File: config.mk
export PLATFORM = sky130hd
export DESIGN_NAME = ir_pulse_command_decoder_unit
export DESIGN_NICKNAME = d
export VERILOG_FILES = /design/src/hdl/ipcd_pkg.sv /design/src/hdl/ir_pulse_command_decoder_unit.sv
export SDC_FILE = /design/constraint.sdc
export NUM_CORES = 1
export LEC_CHECK = 0
export BUFFER_PORTS_ARGS = -buffer_cell sky130_fd_sc_hd__buf_2
export CAP_MARGIN = 25
export CORE_ASPECT_RATIO = 0.9
export CORE_MARGIN = 8
export CORE_UTILIZATION = 50
export DETAILED_ROUTE_END_ITERATION = 7
export PLACE_DENSITY = 0.67
export SYNTH_ARGS = -nofsm -noshare
export SYNTH_HDL_FRONTEND = slang
export SYNTH_SLANG_ARGS = --single-unit
export TNS_END_PERCENT = 20
File: constraint.sdc
create_clock -name clk -period 5.92 [get_ports clk]
set_input_delay 1.184 -clock clk [delete_from_list [all_inputs] [get_ports clk]]
set_output_delay 1.184 -clock clk [all_outputs]
set_load 0.05 [all_outputs]
File: src/hdl/ipcd_pkg.sv
// Shared types and constants for the IR pulse command decoder.
// No dependencies; used by ir_pulse_command_decoder_unit.
`default_nettype none

package ipcd_pkg;

  // Item commands
  typedef enum logic [1:0] {
    OP_TICK  = 2'd0,
    OP_START = 2'd1,
    OP_PAUSE = 2'd2,
    OP_GET   = 2'd3
  } op_t;

  // Configuration register indexes
  localparam logic [2:0] REG_FIRST_WINDOW = 3'd0;
  localparam logic [2:0] REG_LATER_WINDOW = 3'd1;
  localparam logic [2:0] REG_ZERO_LOW     = 3'd2;
  localparam logic [2:0] REG_ZERO_HIGH    = 3'd3;
  localparam logic [2:0] REG_ONE_LOW      = 3'd4;
  localparam logic [2:0] REG_ONE_HIGH     = 3'd5;

  // Register reset values
  localparam logic [15:0] FIRST_WINDOW_RST = 16'd30000;
  localparam logic [15:0] LATER_WINDOW_RST = 16'd10000;
  localparam logic [14:0] ZERO_LOW_RST     = 15'd1000;
  localparam logic [14:0] ZERO_HIGH_RST    = 15'd1300;
  localparam logic [14:0] ONE_LOW_RST      = 15'd2000;
  localparam logic [14:0] ONE_HIGH_RST     = 15'd2500;

  // Frame layout: intervals per valid frame and the first command-bit interval
  localparam logic [5:0] FRAME_EDGES     = 6'd33;
  localparam logic [5:0] FIRST_BIT_INDEX = 6'd17;
  localparam logic [5:0] LAST_BIT_INDEX  = FIRST_BIT_INDEX + 6'd7;
  localparam logic [5:0] EDGE_COUNT_MAX  = 6'd63;
  localparam logic [15:0] TICK_COUNT_MAX = 16'hFFFF;

endpackage

`default_nettype wire

File: src/hdl/ir_pulse_command_decoder_unit.sv
// IR pulse command decoder top level: input register, frame decode state, result register.
// Depends on ipcd_pkg for commands, register indexes and frame constants.
`default_nettype none

// Takes one item per clock: a timer tick (two ticks per microsecond) with an
// optional falling-edge flag, or a start, pause or get command. Every item
// gives exactly one result (key, ready_res) via the input register and then the
// result register. The sustained rate is one item per cycle when the output is
// not stalled; the decode state is updated from the registered item as the result
// is captured, so consecutive items chain without bubbles. A stall on the output
// holds the result register and then the input register, and only then stalls input.
module ir_pulse_command_decoder_unit (
  input  wire logic        clk,
  input  wire logic        rst,
  // Input channel
  input  wire logic        in_valid,
  output logic             in_stall,
  input  wire logic [1:0]  op,
  input  wire logic        edge_req,
  // Output channel
  output logic             out_valid,
  input  wire logic        out_stall,
  output logic [7:0]       key,
  output logic             ready_res,
  // Configuration write port
  input  wire logic        cfg_we,
  input  wire logic [2:0]  cfg_index,
  input  wire logic [15:0] cfg_data
);

  // Configuration registers
  logic [15:0] first_window;
  logic [15:0] later_window;
  logic [14:0] zero_low;
  logic [14:0] zero_high;
  logic [14:0] one_low;
  logic [14:0] one_high;

  // Decode state
  logic        enabled,        enabled_next;
  logic        in_frame,       in_frame_next;
  logic [5:0]  edge_count,     edge_count_next;
  logic [15:0] tick_count,     tick_count_next;
  logic        window_is_long, window_is_long_next;
  logic [7:0]  set_mask,       set_mask_next;
  logic [7:0]  clear_mask,     clear_mask_next;
  logic [7:0]  code_byte,      code_byte_next;
  logic        ready_flag,     ready_flag_next;
  logic [7:0]  key_next;

  // Input register
  logic          s1_valid;
  ipcd_pkg::op_t s1_op;
  logic          s1_edge;

  logic out_adv;
  logic s1_fire;

  // Advance the result register when empty or taken
  assign out_adv  = !out_valid || !out_stall;
  assign s1_fire  = s1_valid && out_adv;
  assign in_stall = s1_valid && !out_adv;

  // Write configuration registers
  always_ff @(posedge clk) begin
    if (rst) begin
      first_window <= ipcd_pkg::FIRST_WINDOW_RST;
      later_window <= ipcd_pkg::LATER_WINDOW_RST;
      zero_low     <= ipcd_pkg::ZERO_LOW_RST;
      zero_high    <= ipcd_pkg::ZERO_HIGH_RST;
      one_low      <= ipcd_pkg::ONE_LOW_RST;
      one_high     <= ipcd_pkg::ONE_HIGH_RST;
    end else if (cfg_we) begin
      unique case (cfg_index)
        ipcd_pkg::REG_FIRST_WINDOW: first_window <= cfg_data;
        ipcd_pkg::REG_LATER_WINDOW: later_window <= cfg_data;
        ipcd_pkg::REG_ZERO_LOW:     zero_low     <= cfg_data[14:0];
        ipcd_pkg::REG_ZERO_HIGH:    zero_high    <= cfg_data[14:0];
        ipcd_pkg::REG_ONE_LOW:      one_low      <= cfg_data[14:0];
        ipcd_pkg::REG_ONE_HIGH:     one_high     <= cfg_data[14:0];
        default: ;
      endcase
    end
  end

  // Capture the incoming item
  always_ff @(posedge clk) begin
    if (rst) begin
      s1_valid <= 1'b0;
    end else if (!in_stall) begin
      s1_valid <= in_valid;
    end
  end

  always_ff @(posedge clk) begin
    if (in_valid && !in_stall) begin
      s1_op   <= ipcd_pkg::op_t'(op);
      s1_edge <= edge_req;
    end
  end

  // Decode one item against the current state
  always_comb begin
    logic [14:0] interval;
    logic [5:0]  bit_offset;
    logic [7:0]  bit_sel;
    logic [15:0] window;
    logic        in_cmd_range;
    logic        is_zero;
    logic        is_one;

    enabled_next        = enabled;
    in_frame_next       = in_frame;
    edge_count_next     = edge_count;
    tick_count_next     = tick_count;
    window_is_long_next = window_is_long;
    set_mask_next       = set_mask;
    clear_mask_next     = clear_mask;
    code_byte_next      = code_byte;
    ready_flag_next     = ready_flag;
    key_next            = 8'd0;

    // Advance the interval counter first, then classify against it
    if (in_frame && tick_count != ipcd_pkg::TICK_COUNT_MAX) begin
      tick_count_next = tick_count + 16'd1;
    end

    interval     = tick_count_next[15:1];
    bit_offset   = edge_count - ipcd_pkg::FIRST_BIT_INDEX;
    bit_sel      = 8'd1 << bit_offset[2:0];
    in_cmd_range = (edge_count >= ipcd_pkg::FIRST_BIT_INDEX) &&
                   (edge_count <= ipcd_pkg::LAST_BIT_INDEX);
    is_zero      = (interval > zero_low) && (interval < zero_high);
    is_one       = (interval > one_low) && (interval < one_high);
    window       = window_is_long ? first_window : later_window;

    unique case (s1_op)
      ipcd_pkg::OP_TICK: begin
        if (s1_edge && enabled) begin
          if (!in_frame) begin
            // Open a frame with the long window
            in_frame_next       = 1'b1;
            window_is_long_next = 1'b1;
            edge_count_next     = 6'd0;
            tick_count_next     = 16'd0;
            set_mask_next       = 8'd0;
            clear_mask_next     = 8'd0;
          end else begin
            // Classify a command interval, then re-arm the short window
            if (in_cmd_range) begin
              if (is_zero) begin
                clear_mask_next = clear_mask | bit_sel;
                set_mask_next   = set_mask & ~bit_sel;
              end else if (is_one) begin
                set_mask_next   = set_mask | bit_sel;
                clear_mask_next = clear_mask & ~bit_sel;
              end
            end
            if (edge_count != ipcd_pkg::EDGE_COUNT_MAX) begin
              edge_count_next = edge_count + 6'd1;
            end
            tick_count_next     = 16'd0;
            window_is_long_next = 1'b0;
          end
        end else if (in_frame && tick_count_next >= window) begin
          // Window ran out: commit only a full-length frame, then close
          if (edge_count == ipcd_pkg::FRAME_EDGES) begin
            code_byte_next  = (code_byte & ~clear_mask) | set_mask;
            ready_flag_next = 1'b1;
          end
          in_frame_next       = 1'b0;
          edge_count_next     = 6'd0;
          tick_count_next     = 16'd0;
          window_is_long_next = 1'b0;
          set_mask_next       = 8'd0;
          clear_mask_next     = 8'd0;
        end
      end
      ipcd_pkg::OP_START: begin
        tick_count_next = tick_count;
        code_byte_next  = 8'd0;
        ready_flag_next = 1'b0;
        enabled_next    = 1'b1;
      end
      ipcd_pkg::OP_PAUSE: begin
        enabled_next        = 1'b0;
        in_frame_next       = 1'b0;
        edge_count_next     = 6'd0;
        tick_count_next     = 16'd0;
        window_is_long_next = 1'b0;
        set_mask_next       = 8'd0;
        clear_mask_next     = 8'd0;
      end
      ipcd_pkg::OP_GET: begin
        tick_count_next = tick_count;
        // Hand out a ready, nonzero byte once
        if (ready_flag && code_byte != 8'd0) begin
          key_next        = code_byte;
          code_byte_next  = 8'd0;
          ready_flag_next = 1'b0;
          set_mask_next   = 8'd0;
          clear_mask_next = 8'd0;
        end
      end
      default: begin
        tick_count_next = tick_count;
      end
    endcase
  end

  // Update decode state when an item is processed
  always_ff @(posedge clk) begin
    if (rst) begin
      enabled        <= 1'b0;
      in_frame       <= 1'b0;
      edge_count     <= 6'd0;
      tick_count     <= 16'd0;
      window_is_long <= 1'b0;
      set_mask       <= 8'd0;
      clear_mask     <= 8'd0;
      code_byte      <= 8'd0;
      ready_flag     <= 1'b0;
    end else if (s1_fire) begin
      enabled        <= enabled_next;
      in_frame       <= in_frame_next;
      edge_count     <= edge_count_next;
      tick_count     <= tick_count_next;
      window_is_long <= window_is_long_next;
      set_mask       <= set_mask_next;
      clear_mask     <= clear_mask_next;
      code_byte      <= code_byte_next;
      ready_flag     <= ready_flag_next;
    end
  end

  // Result register
  always_ff @(posedge clk) begin
    if (rst) begin
      out_valid <= 1'b0;
    end else if (out_adv) begin
      out_valid <= s1_valid;
    end
  end

  always_ff @(posedge clk) begin
    if (s1_fire) begin
      key       <= key_next;
      ready_res <= ready_flag_next;
    end
  end

endmodule

`default_nettype wire
After elaboration in Yosys (flattened, before gate mapping)
Index checks and enable logic that the tools add are counted.

operators by class
  eq/ne operators = 19
  bitwise logic cells = 9
  shift operators = 1
  mux-type cells = 40
  reduce and logical (&&, ||, !) cells = 36
  add/sub/neg operators = 3
  magnitude comparators = 7

operators with widths
  operator                                              number
  two-way mux 8 bit                                     15
  one-hot mux 8 bit (3 select lines)                    3
  two-way mux 16 bit                                    4
  one-hot mux 16 bit (2 select lines)                   1
  > comparator 15 bit                                   2
  less-than comparator 15 bit                           2
  bitwise AND 8 bit                                     3
  two-way mux 6 bit                                     4
  OR 8 bit                                              3
  AND reduction 2 bit                                   9
  adder 16 x 1 -> 16 bit (second input constant)        1
  >= comparator 16 bit                                  1
  inequality test 16 bit (second input constant)        1
  NOT 8 bit                                             2
  one-hot mux 6 bit (2 select lines)                    1
  AND reduction 6 bit                                   2
  logical AND 1 bit                                     10
  two-way mux 1 bit                                     8
  inequality test 2 bit (second input constant)         4
  inequality test 4 bit (second input constant)         2
  nonzero test 8 bit                                    1
  << shifter 1 x 3 -> 8 bit (first input constant)      1
  adder 6 x 1 -> 6 bit (second input constant)          1
  equality test 3 x 2 -> 1 bit (second input constant)  2
  other kinds (23)                                      32

word-level totals
  output and inout port bits = 11
  flip-flop bits (word level) = 156
  bits of input ports = 27

Logic depth before layout (Yosys ltp)
Gate-level depths: netlist (run 1).

  word-level depth = 11
  depth in mapped cells = 18

Worst setup path before layout (run 1)
No wires, ideal clock.

  path type = register to register
  start point = register tick_count[3]
  end point = register clear_mask[4]
  slack = 1.620 ns
  clock period less this slack = 4.300 ns
  stages on the path, launching flop included = 16
  arrival time = 4.178 ns
  library setup time = 0.122 ns
  cell sequence = dfxtp_1 > nand4_2 > or4_2 > nand3_1 > nor3_1 > nand3_1 > xnor2_1 > ha_1 > nand4_1 > or3_1 > o2111ai_1 > nor4b_1 > o211ai_2 > and3_1 > buf_6 > a221o_1

on the way
  word-level cells in the longest chain between the ends = 10

ends and longest elaborated chain
  what                                                                RTL line                              source
  start: declaration                                                  ir_pulse_command_decoder_unit.sv:43   logic [15:0] tick_count, tick_count_next;
  start signal: assignment                                            ir_pulse_command_decoder_unit.sv:227  tick_count <= tick_count_next;
  branches (longest 2 deep; another with adder 16 x 1 -> 16 bit)      -
  two-way mux 16 bit *                                                ir_pulse_command_decoder_unit.sv:124  if (in_frame && tick_count != ipcd_pkg::TICK_COUNT_MAX) begin
  > comparator 15 bit or less-than comparator 15 bit (tied branches)  ir_pulse_command_decoder_unit.sv:133  is_zero = (interval > zero_low) && (interval < zero_high);
  logical AND 1 bit                                                   ir_pulse_command_decoder_unit.sv:133
  two-way mux 8 bit                                                   ir_pulse_command_decoder_unit.sv:151  if (is_zero) begin
  two-way mux 8 bit                                                   ir_pulse_command_decoder_unit.sv:150  if (in_cmd_range) begin
  two-way mux 8 bit                                                   ir_pulse_command_decoder_unit.sv:140  if (!in_frame) begin
  two-way mux 8 bit                                                   ir_pulse_command_decoder_unit.sv:139  if (s1_edge && enabled) begin
  one-hot mux 8 bit (3 select lines)                                  ir_pulse_command_decoder_unit.sv:137  unique case (s1_op)
  end signal: assignment                                              ir_pulse_command_decoder_unit.sv:230  clear_mask <= clear_mask_next;
  end: declaration                                                    ir_pulse_command_decoder_unit.sv:46   logic [7:0] clear_mask, clear_mask_next;

Mark *: on every way between the ends. The select of a mux whose other input is x is not followed.
A chain may end at the register's enable or synchronous reset.

Final worst setup path (run 1)
  start point = register tick_count[11]
  end point = register set_mask[7]

on the way
  word-level cells in the longest chain between the ends = 10

ends and longest elaborated chain
  what                                                                RTL line                              source
  branches (longest 2 deep; another with adder 16 x 1 -> 16 bit)      -
  two-way mux 16 bit *                                                ir_pulse_command_decoder_unit.sv:124
  > comparator 15 bit or less-than comparator 15 bit (tied branches)  ir_pulse_command_decoder_unit.sv:133
  logical AND 1 bit                                                   ir_pulse_command_decoder_unit.sv:133
  two-way mux 8 bit                                                   ir_pulse_command_decoder_unit.sv:151
  two-way mux 8 bit                                                   ir_pulse_command_decoder_unit.sv:150
  two-way mux 8 bit                                                   ir_pulse_command_decoder_unit.sv:140
  two-way mux 8 bit                                                   ir_pulse_command_decoder_unit.sv:139
  one-hot mux 8 bit (3 select lines)                                  ir_pulse_command_decoder_unit.sv:137
  end signal: assignment                                              ir_pulse_command_decoder_unit.sv:229  set_mask <= set_mask_next;
  end: declaration                                                    ir_pulse_command_decoder_unit.sv:45   logic [7:0] set_mask, set_mask_next;

Marks and branches as above.

==> impl_metrics.prom, run 1 <==
# TYPE chip_impl_metric gauge
chip_impl_metric{name="number_of_global_route_vias_before_repair",unit=""} 6966
chip_impl_metric{name="arrival",unit="ns"} 5.25
chip_impl_metric{name="critical_path_peak_fanout",unit=""} 8
chip_impl_metric{name="fp.dieArea",unit="mm²"} 0.0217
chip_impl_metric{name="reg_power_frac",unit=""} 0.448
chip_impl_metric{name="worst_ep_required_time",unit="ns"} 6.24
chip_impl_metric{name="clock_insertion_delay_worst_skew",unit="ns"} 0.43
chip_impl_metric{name="antennaDiodeCount",unit=""} 0
chip_impl_metric{name="edff_count_synth",unit=""} 12
chip_impl_metric{name="initial_utilization",unit=""} 0.511
chip_impl_metric{name="internal_power",unit="mW"} 1.82
chip_impl_metric{name="finClkSkew",unit="ns"} 0.0120
chip_impl_metric{name="power_frac_comb",unit=""} 0.063
chip_impl_metric{name="clkSinkCount",unit=""} 156
chip_impl_info{name="dominant_synthesized_flop_cell",value="dfxtp_1"} 1
chip_impl_metric{name="globalRouteOverflowTotal",unit=""} 0
chip_impl_info{name="cp-end-kind",value="register"} 1
chip_impl_metric{name="grt_start_max_net_pins",unit=""} 95
chip_impl_metric{name="power.density",unit="mW/mm²"} 254
chip_impl_metric{name="synthToLayoutAreaGrowth",unit="%"} 11.5
chip_impl_metric{name="hold_violations",unit=""} 0
chip_impl_metric{name="num-fill-cells",unit=""} 1534
chip_impl_info{name="mostFrequentLayoutCell",value="nand2_1"} 1
chip_impl_metric{name="multi_input_area",unit="mm²"} 0.00488
chip_impl_metric{name="fin_area",unit="mm²"} 0.00962
chip_impl_metric{name="netSwitchingPower",unit="mW"} 0.620
chip_impl_metric{name="fin_util",unit=""} 0.569
chip_impl_metric{name="post_cts.repair.setup_buffers",unit=""} 0
chip_impl_metric{name="placement.cell_area",unit="mm²"} 0.00895
chip_impl_metric{name="synthesis.nets",unit=""} 1167
chip_impl_metric{name="worst_path_largest_cell_delay",unit="ns"} 0.69
chip_impl_metric{name="yosysWarningCount",unit=""} 0
chip_impl_metric{name="total_of_flip_flops_plus_latches_after_synthesis",unit=""} 156
chip_impl_info{name="rr_startpoint",value="tick_count[11]"} 1
chip_impl_metric{name="global_route_wire_length_before_repair",unit="µm"} 37200
chip_impl_metric{name="slew_headroom",unit=""} 0.291
chip_impl_info{name="layout.cells.most_common_list",value="217 x nand2_1, 144 x dfxtp_1, 117 x a21oi_1, 77 x inv_1, 75 x ha_1"} 1
chip_impl_info{name="hold_class",value="register to register"} 1
chip_impl_info{name="timing_worst_setup_path_type",value="register to register"} 1
chip_impl_metric{name="antenna_found_initial",unit=""} 0
chip_impl_metric{name="fraction_of_registers_with_async_set_or_reset_after_synthesis",unit=""} 0
chip_impl_metric{name="power_leakage",unit="nW"} 3.94
chip_impl_metric{name="finalWirelength",unit="µm"} 22900
chip_impl_metric{name="reg2reg_depth",unit=""} 14
chip_impl_metric{name="floorplan.rows",unit=""} 45
chip_impl_metric{name="port_bufs",unit=""} 37
chip_impl_metric{name="globalplace.congestion",unit=""} 0.881
chip_impl_info{name="worstHoldStart",value="later_window[3]"} 1
chip_impl_metric{name="maximum_achievable_frequency",unit="MHz"} 203
chip_impl_info{name="rsz0062_at_grt",value="no"} 1
chip_impl_metric{name="dr.first_iter.drc_count",unit=""} 558
chip_impl_metric{name="ant_nets",unit=""} 0
chip_impl_info{name="critical_path.slowest_cell",value="or4_2"} 1
chip_impl_metric{name="tightest_slew",unit="ns"} 1.06
chip_impl_metric{name="synth_seq_area_share",unit=""} 0.376
chip_impl_info{name="holdPathEnd",value="later_window[3]"} 1
chip_impl_metric{name="viasPerCell",unit=""} 5.72
chip_impl_metric{name="h_tree_levels",unit=""} 4
chip_impl_info{name="critical_path.cell_chain",value="nand4_2 > or4_2 > nand3_1 > nor3_1 > nand3_1 > xnor2_1 > ha_1 > nand4_1 > or3_1 > o2111ai_1 > nor4b_1 > o211ai_2 > and3_1 > a221o_1"} 1
chip_impl_metric{name="worst_hold_path_cells",unit=""} 2
chip_impl_info{name="cpMostUsedCell",value="nand3_1"} 1
chip_impl_metric{name="avgSynthCellArea",unit="µm²"} 8.10
chip_impl_metric{name="fin_nets",unit=""} 1188
chip_impl_metric{name="core",unit="mm²"} 0.0169
chip_impl_metric{name="die_height",unit="µm"} 141
chip_impl_metric{name="syn-cell-area",unit="mm²"} 0.00862
chip_impl_metric{name="slew_viol_final",unit=""} 0
chip_impl_metric{name="power.ir.vdd_worst",unit="V"} 0.000184
chip_impl_info{name="cts_tree",value="done"} 1
chip_impl_metric{name="report.final.setup_viol",unit=""} 0
chip_impl_metric{name="power_switching_share",unit=""} 0.254
chip_impl_metric{name="cts_made_buffers",unit=""} 17
chip_impl_metric{name="maxCapViolations",unit=""} 0
chip_impl_info{name="worstSetupStartpointType",value="register"} 1
chip_impl_metric{name="clock_power_share",unit=""} 0.489
chip_impl_metric{name="post_cts_resized",unit=""} 0
chip_impl_metric{name="final_layout_size_suffix_gt1_frac",unit=""} 0.102
chip_impl_metric{name="rrSetupSlack",unit="ns"} 0.99
chip_impl_metric{name="postSynthCellCount",unit=""} 1065
chip_impl_metric{name="io_pins",unit=""} 38
chip_impl_metric{name="groute.usage.overall",unit=""} 0.214
chip_impl_metric{name="vias",unit=""} 7491
chip_impl_metric{name="average_wire_per_standard_cell",unit="µm"} 17.5
chip_impl_metric{name="hpwlAfterDp",unit="µm"} 16300
chip_impl_info{name="crit-reg2reg-capture",value="set_mask[7]"} 1
chip_impl_metric{name="ctsHoldBuffers",unit=""} 0
chip_impl_metric{name="synth.distinct_cells",unit=""} 71
chip_impl_info{name="status",value="finished clean"} 1
chip_impl_metric{name="clock_period_minus_final_worst_setup_slack",unit="ns"} 4.93
chip_impl_metric{name="setup_tns",unit="ns"} 0
chip_impl_metric{name="firstDrtPassIters",unit=""} 5
chip_impl_metric{name="remaining_drc_errors",unit=""} 0
chip_impl_metric{name="finalCritPeriodShare",unit=""} 0.833
chip_impl_metric{name="ctsLongestPathBuffers",unit=""} 2
chip_impl_metric{name="floorplan.die.width",unit="µm"} 154
chip_impl_metric{name="ff_latch_area",unit="mm²"} 0.00324
chip_impl_metric{name="clkTransAtPathRegs",unit="ns"} 0.07
chip_impl_info{name="clock_tree.root_cell",value="clkbuf_16"} 1
==> power groups by stage <==
stage	registers (mW)	clock network (mW)	logic (mW)
after floorplan	1.13	0	0.0873
after global placement	1.12	0	0.151
after detailed placement	1.12	0	0.152
after CTS	1.10	1.21	0.153
after global routing	1.10	1.25	0.169
final	1.10	1.19	0.154
==> Yosys cell counts, types with 4 or more instances <==
library cell  count  area (µm²)
nand3_1          35         175
nor3_1           16        80.1
nor3b_1           9        67.6
o22ai_1           6        37.5
o21a_1            7        52.6
buf_6             4        45.0
or4_1             8        60.1
and3_1           23         144
a2111oi_0         5        43.8
nand3b_1          6        45.0
nand4_1          10        62.6
or2_2             7        43.8
a31oi_1           6        37.5
o211ai_1         20         150
nand2b_1          6        37.5
a221o_1           8        80.1
nand2_1         217         815
or3_1             5        31.3
o31ai_1           4        30.0
dfxtp_1         144        2880
a21oi_1         117         586
mux2i_1          17         170
nor2b_1           8        50.1
a21o_1           11        82.6
o21ai_0          30         150
nor2_1           56         210
ha_1             75         938
xor2_1            4        35.0
xnor2_1          13         114
clkbuf_1         39         146
edfxtp_1         12         360
inv_1            77         289
==> how the worst max path moves through the flow <==
stage	startpoint	endpoint
floorplan	tick_count[3]	clear_mask[4]
global placement	tick_count[11]	clear_mask[4]
detailed placement	tick_count[1]	clear_mask[5]
CTS	tick_count[11]	set_mask[7]
global route	in_frame	set_mask[3]
finish	tick_count[11]	set_mask[7]
==> per-layer routing <==
metal | global-route usage | vias to the layer above | wire, µm
li1 | - | 3756 | -
met1 | 0.310 | 3485 | 11500
met2 | 0.315 | 226 | 9580
met3 | 0.0419 | 24 | 1530
met4 | 0.0608 | 0 | 286
met5 | 0 | - | 0
==> sequential cells by signal (all words and copies together) (netlist names), 2 cells and up <==
| signal | count |
|---|---|
| code_byte | 8 |
| zero_low | 15 |
| clear_mask | 8 |
| first_window | 16 |
| one_low | 15 |
| one_high | 15 |
| set_mask | 8 |
| zero_high | 15 |
| s1_op | 2 |
| tick_count | 16 |
| key | 8 |
| later_window | 16 |
| edge_count | 6 |
==> cell type report <==
type,instances,share of cell area
Multi-Input combinational cell,784,0.507
Sequential cell,156,0.337
Clock buffer,18,0.0457
Timing Repair Buffer,50,0.0317
Inverter,77,0.0300
Tap cell,211,0.0274
Clock inverter,14,0.0206
==> stage by stage <==
step	hold slack [ns]	power (mW)	setup WS, ns	instances
after floorplan	0.432	1.22	1.62	1065
final	0.454	2.44	0.989	1310
after CTS	0.456	2.45	1.01	1309
after global placement	0.441	1.27	1.15	1277
after detailed placement	0.447	1.27	1.05	1277
after global routing	0.473	2.52	0.501	1310
==> worst max-delay path: cells and delay by family, from the launching register on <==
family	cells	cell delay [ns]
adder cells (fa/ha/maj)	1	0.38
XOR/XNOR	1	0.20
AND/OR/NAND/NOR	9	2.72
AO/OA/AOI/OAI	3	0.98
flip-flops	1	0.52
==> cell families after synthesis <==
family | synth area share
buffers and inverters | 0.0592
AOI/OAI and AO/OA | 0.179
xor gates and xnor gates | 0.0250
muxes | 0.0210
DFF | 0.376
and+or+nand+nor | 0.230
adders and majority gates | 0.110
(Power assumes the default switching activity.)
==> inputs of run 2 (changes only) <==
--- a/config.mk
+++ b/config.mk
@@ -11,7 +11,7 @@
 export CORE_MARGIN = 8
 export CORE_UTILIZATION = 50
 export DETAILED_ROUTE_END_ITERATION = 7
-export PLACE_DENSITY = 0.67
+export PLACE_DENSITY = 0.69
 export SYNTH_ARGS = -nofsm -noshare
 export SYNTH_HDL_FRONTEND = slang
 export SYNTH_SLANG_ARGS = --single-unit
==> constraint.sdc (replaced) <==
create_clock -name clk -period 4.39 [get_ports clk]
set_input_delay 0.878 -clock clk [delete_from_list [all_inputs] [get_ports clk]]
set_output_delay 0.878 -clock clk [all_outputs]
set_load 0.05 [all_outputs]
==> impl_metrics.prom, run 2 (synthesis results as in run 1) <==
# TYPE chip_impl_metric gauge
chip_impl_info{name="status",value="finished clean"} 1
chip_impl_metric{name="power.density",unit="mW/mm²"} 321
chip_impl_metric{name="worst_ep_required_time",unit="ns"} 4.73
chip_impl_metric{name="finClkSkew",unit="ns"} 0.0133
chip_impl_metric{name="global_route_wire_length_before_repair",unit="µm"} 37500
chip_impl_metric{name="power_frac_comb",unit=""} 0.068
chip_impl_metric{name="finalWorstSetupSlack",unit="ns"} 0.232
chip_impl_metric{name="floorplan.rows",unit=""} 45
chip_impl_metric{name="clkSinkCount",unit=""} 156
chip_impl_info{name="critical_path.slowest_cell",value="or4b_4"} 1
chip_impl_info{name="hold_class",value="register to register"} 1
chip_impl_info{name="clock_tree.root_cell",value="clkbuf_16"} 1
chip_impl_metric{name="maximum_achievable_frequency",unit="MHz"} 240
chip_impl_metric{name="h_tree_levels",unit=""} 4
chip_impl_metric{name="globalRouteOverflowTotal",unit=""} 0
chip_impl_metric{name="report.final.setup_viol",unit=""} 0
chip_impl_metric{name="ant_nets",unit=""} 0
chip_impl_metric{name="ctsLongestPathBuffers",unit=""} 2
chip_impl_metric{name="core",unit="mm²"} 0.0169
chip_impl_metric{name="vias",unit=""} 7703
chip_impl_metric{name="clock_insertion_delay_worst_skew",unit="ns"} 0.43
chip_impl_metric{name="internal_power",unit="mW"} 2.33
chip_impl_metric{name="reg_power_frac",unit=""} 0.469
chip_impl_info{name="mostFrequentLayoutCell",value="nand2_1"} 1
chip_impl_metric{name="ctsHoldBuffers",unit=""} 0
chip_impl_metric{name="initial_utilization",unit=""} 0.511
chip_impl_info{name="rsz0062_at_grt",value="no"} 1
chip_impl_metric{name="hpwlAfterDp",unit="µm"} 16700
chip_impl_info{name="cpLargestDelayFamily",value="compound AO/OA/AOI/OAI gates"} 1
chip_impl_metric{name="clock_power_share",unit=""} 0.463
chip_impl_metric{name="clkTransAtPathRegs",unit="ns"} 0.07
chip_impl_metric{name="setup_tns",unit="ns"} 0
chip_impl_metric{name="viasPerCell",unit=""} 5.77
chip_impl_metric{name="dr.first_iter.drc_count",unit=""} 610
chip_impl_metric{name="instances_no_fill",unit=""} 1334
chip_impl_info{name="cpMostUsedCell",value="buf_4"} 1
chip_impl_metric{name="fin_nets",unit=""} 1213
chip_impl_metric{name="firstDrtPassIters",unit=""} 5
chip_impl_metric{name="path_buf_inv",unit=""} 4
chip_impl_metric{name="fp.dieArea",unit="mm²"} 0.0217
chip_impl_metric{name="grt_start_max_net_pins",unit=""} 95
chip_impl_info{name="critical_path.cell_chain",value="nand4_2 > buf_4 > o41ai_1 > buf_4 > mux2i_2 > inv_1 > ha_1 > a21oi_1 > o21ai_0 > a31oi_1 > o2111ai_2 > nor4b_4 > buf_4 > nand2_1 > or4b_4 > o22ai_1"} 1
chip_impl_metric{name="power_leakage",unit="nW"} 4.07
chip_impl_metric{name="netSwitchingPower",unit="mW"} 0.822
chip_impl_metric{name="clock_period_minus_final_worst_setup_slack",unit="ns"} 4.16
chip_impl_metric{name="tightest_slew",unit="ns"} 1.07
chip_impl_metric{name="port_bufs",unit=""} 37
chip_impl_metric{name="floorplan.die.width",unit="µm"} 154
chip_impl_metric{name="slew_viol_final",unit=""} 0
chip_impl_metric{name="finalWirelength",unit="µm"} 23400
chip_impl_metric{name="antenna_found_initial",unit=""} 0
chip_impl_info{name="timing_worst_setup_path_type",value="register to register"} 1
chip_impl_info{name="reg.largest.list",value="first_window: 16 flops, later_window: 16 flops, tick_count: 16 flops"} 1
chip_impl_metric{name="globalplace.congestion",unit=""} 0.880
chip_impl_metric{name="post-place-ws",unit="ns"} 0.126
chip_impl_metric{name="io_pins",unit=""} 38
chip_impl_metric{name="arrival",unit="ns"} 4.50
chip_impl_metric{name="worst_path_largest_cell_delay",unit="ns"} 0.62
chip_impl_metric{name="remaining_drc_errors",unit=""} 0
chip_impl_metric{name="post-place-cells",unit=""} 1300
chip_impl_metric{name="antennaDiodeCount",unit=""} 0
chip_impl_metric{name="hold_violations",unit=""} 0
chip_impl_metric{name="rrSetupSlack",unit="ns"} 0.23
chip_impl_info{name="layout.cells.most_common_list",value="217 x nand2_1, 142 x dfxtp_1, 117 x a21oi_1, 77 x inv_1, 74 x ha_1"} 1
chip_impl_info{name="cts_tree",value="done"} 1
chip_impl_info{name="cp-end-kind",value="register"} 1
chip_impl_metric{name="average_wire_per_standard_cell",unit="µm"} 17.5
chip_impl_metric{name="die_height",unit="µm"} 141
chip_impl_metric{name="critical_path_peak_fanout",unit=""} 7
chip_impl_metric{name="maxCapViolations",unit=""} 0
chip_impl_metric{name="final_layout_size_suffix_gt1_frac",unit=""} 0.134
chip_impl_metric{name="power_switching_share",unit=""} 0.261
chip_impl_metric{name="power.ir.vdd_worst",unit="V"} 0.000319
chip_impl_metric{name="synthToLayoutAreaGrowth",unit="%"} 13.9
chip_impl_metric{name="fin_util",unit=""} 0.582
chip_impl_metric{name="groute.usage.overall",unit=""} 0.216
chip_impl_metric{name="finalCritPeriodShare",unit=""} 0.947
chip_impl_metric{name="number_of_global_route_vias_before_repair",unit=""} 7048
chip_impl_metric{name="cts_made_buffers",unit=""} 17
chip_impl_info{name="worstSetupStartpointType",value="register"} 1
chip_impl_metric{name="slew_headroom",unit=""} 0.284
-- run 2: cell count changes in the layout (fill, tap and decap cells not counted), sizes merged --
cell,change
clkinv,+4
clkbuf,-1
clkinvlp,-1
inv,-1
buf,+25
bufinv,-2
-- run 2: power by group through the flow --
stage                     Sequential, mW  Clock, mW  Combinational (mW)
after CTS                           1.48       1.48               0.206
after detailed placement            1.51          0               0.205
after floorplan                     1.52          0               0.118
after global routing                1.48       1.54               0.235
final                               1.48       1.46               0.214
after global placement              1.51          0               0.204
-- run 2: worst reg2reg max path, stage by stage, from the launching register on --
cell,delay (ns)
dfxtp_1,0.43
nand4_2,0.14
buf_4,0.18
o41ai_1,0.34
buf_4,0.20
mux2i_2,0.37
inv_1,0.09
ha_1,0.29
a21oi_1,0.06
o21ai_0,0.15
a31oi_1,0.25
o2111ai_2,0.28
nor4b_4,0.23
buf_4,0.16
nand2_1,0.10
or4b_4,0.62
o22ai_1,0.17
-- run 2: area by class of cell --
cell class	count	area (µm²)
fillers	1545	7070
repair buffers	75	473
well taps	211	264
clock buffers	17	425
clock inverters	14	151
inverters	77	289
flip-flops and latches	156	3250
multi-input cells	784	4970
-- run 2: timing repair --
| item | in CTS | in global routing |
|---|---|---|
| gates resized for setup | 0 | 21 |
| setup buffers | 0 | 3 |
| endpoints found under the setup margin | 0 | 30 |
-- run 2: metal layers --
metal,up-vias,track usage,share of wire
li1,3813,-,-
met1,3603,0.312,0.49
met2,266,0.317,0.42
met3,21,0.0471,0.076
met4,0,0.0603,0.013
met5,-,0,0
-- run 2: metrics by stage --
step           power (mW)  hold slack (ns)  cell area (µm²)
4_1_cts              3.16            0.455             9700
5_1_grt              3.26            0.470             9820
3_5_place_dp         1.71            0.445             9130
6_report             3.15            0.453             9820
3_3_place_gp         1.71            0.441             9130
2_1_floorplan        1.64            0.432             8620
-- run 2: worst paths after layout --
check,depth (start not counted),endpoint,start
max reg2reg,16,set_mask[0],tick_count[4]
min,2,one_high[10],one_high[10]
max,16,set_mask[0],tick_count[4]
min reg2reg,2,one_high[10],one_high[10]
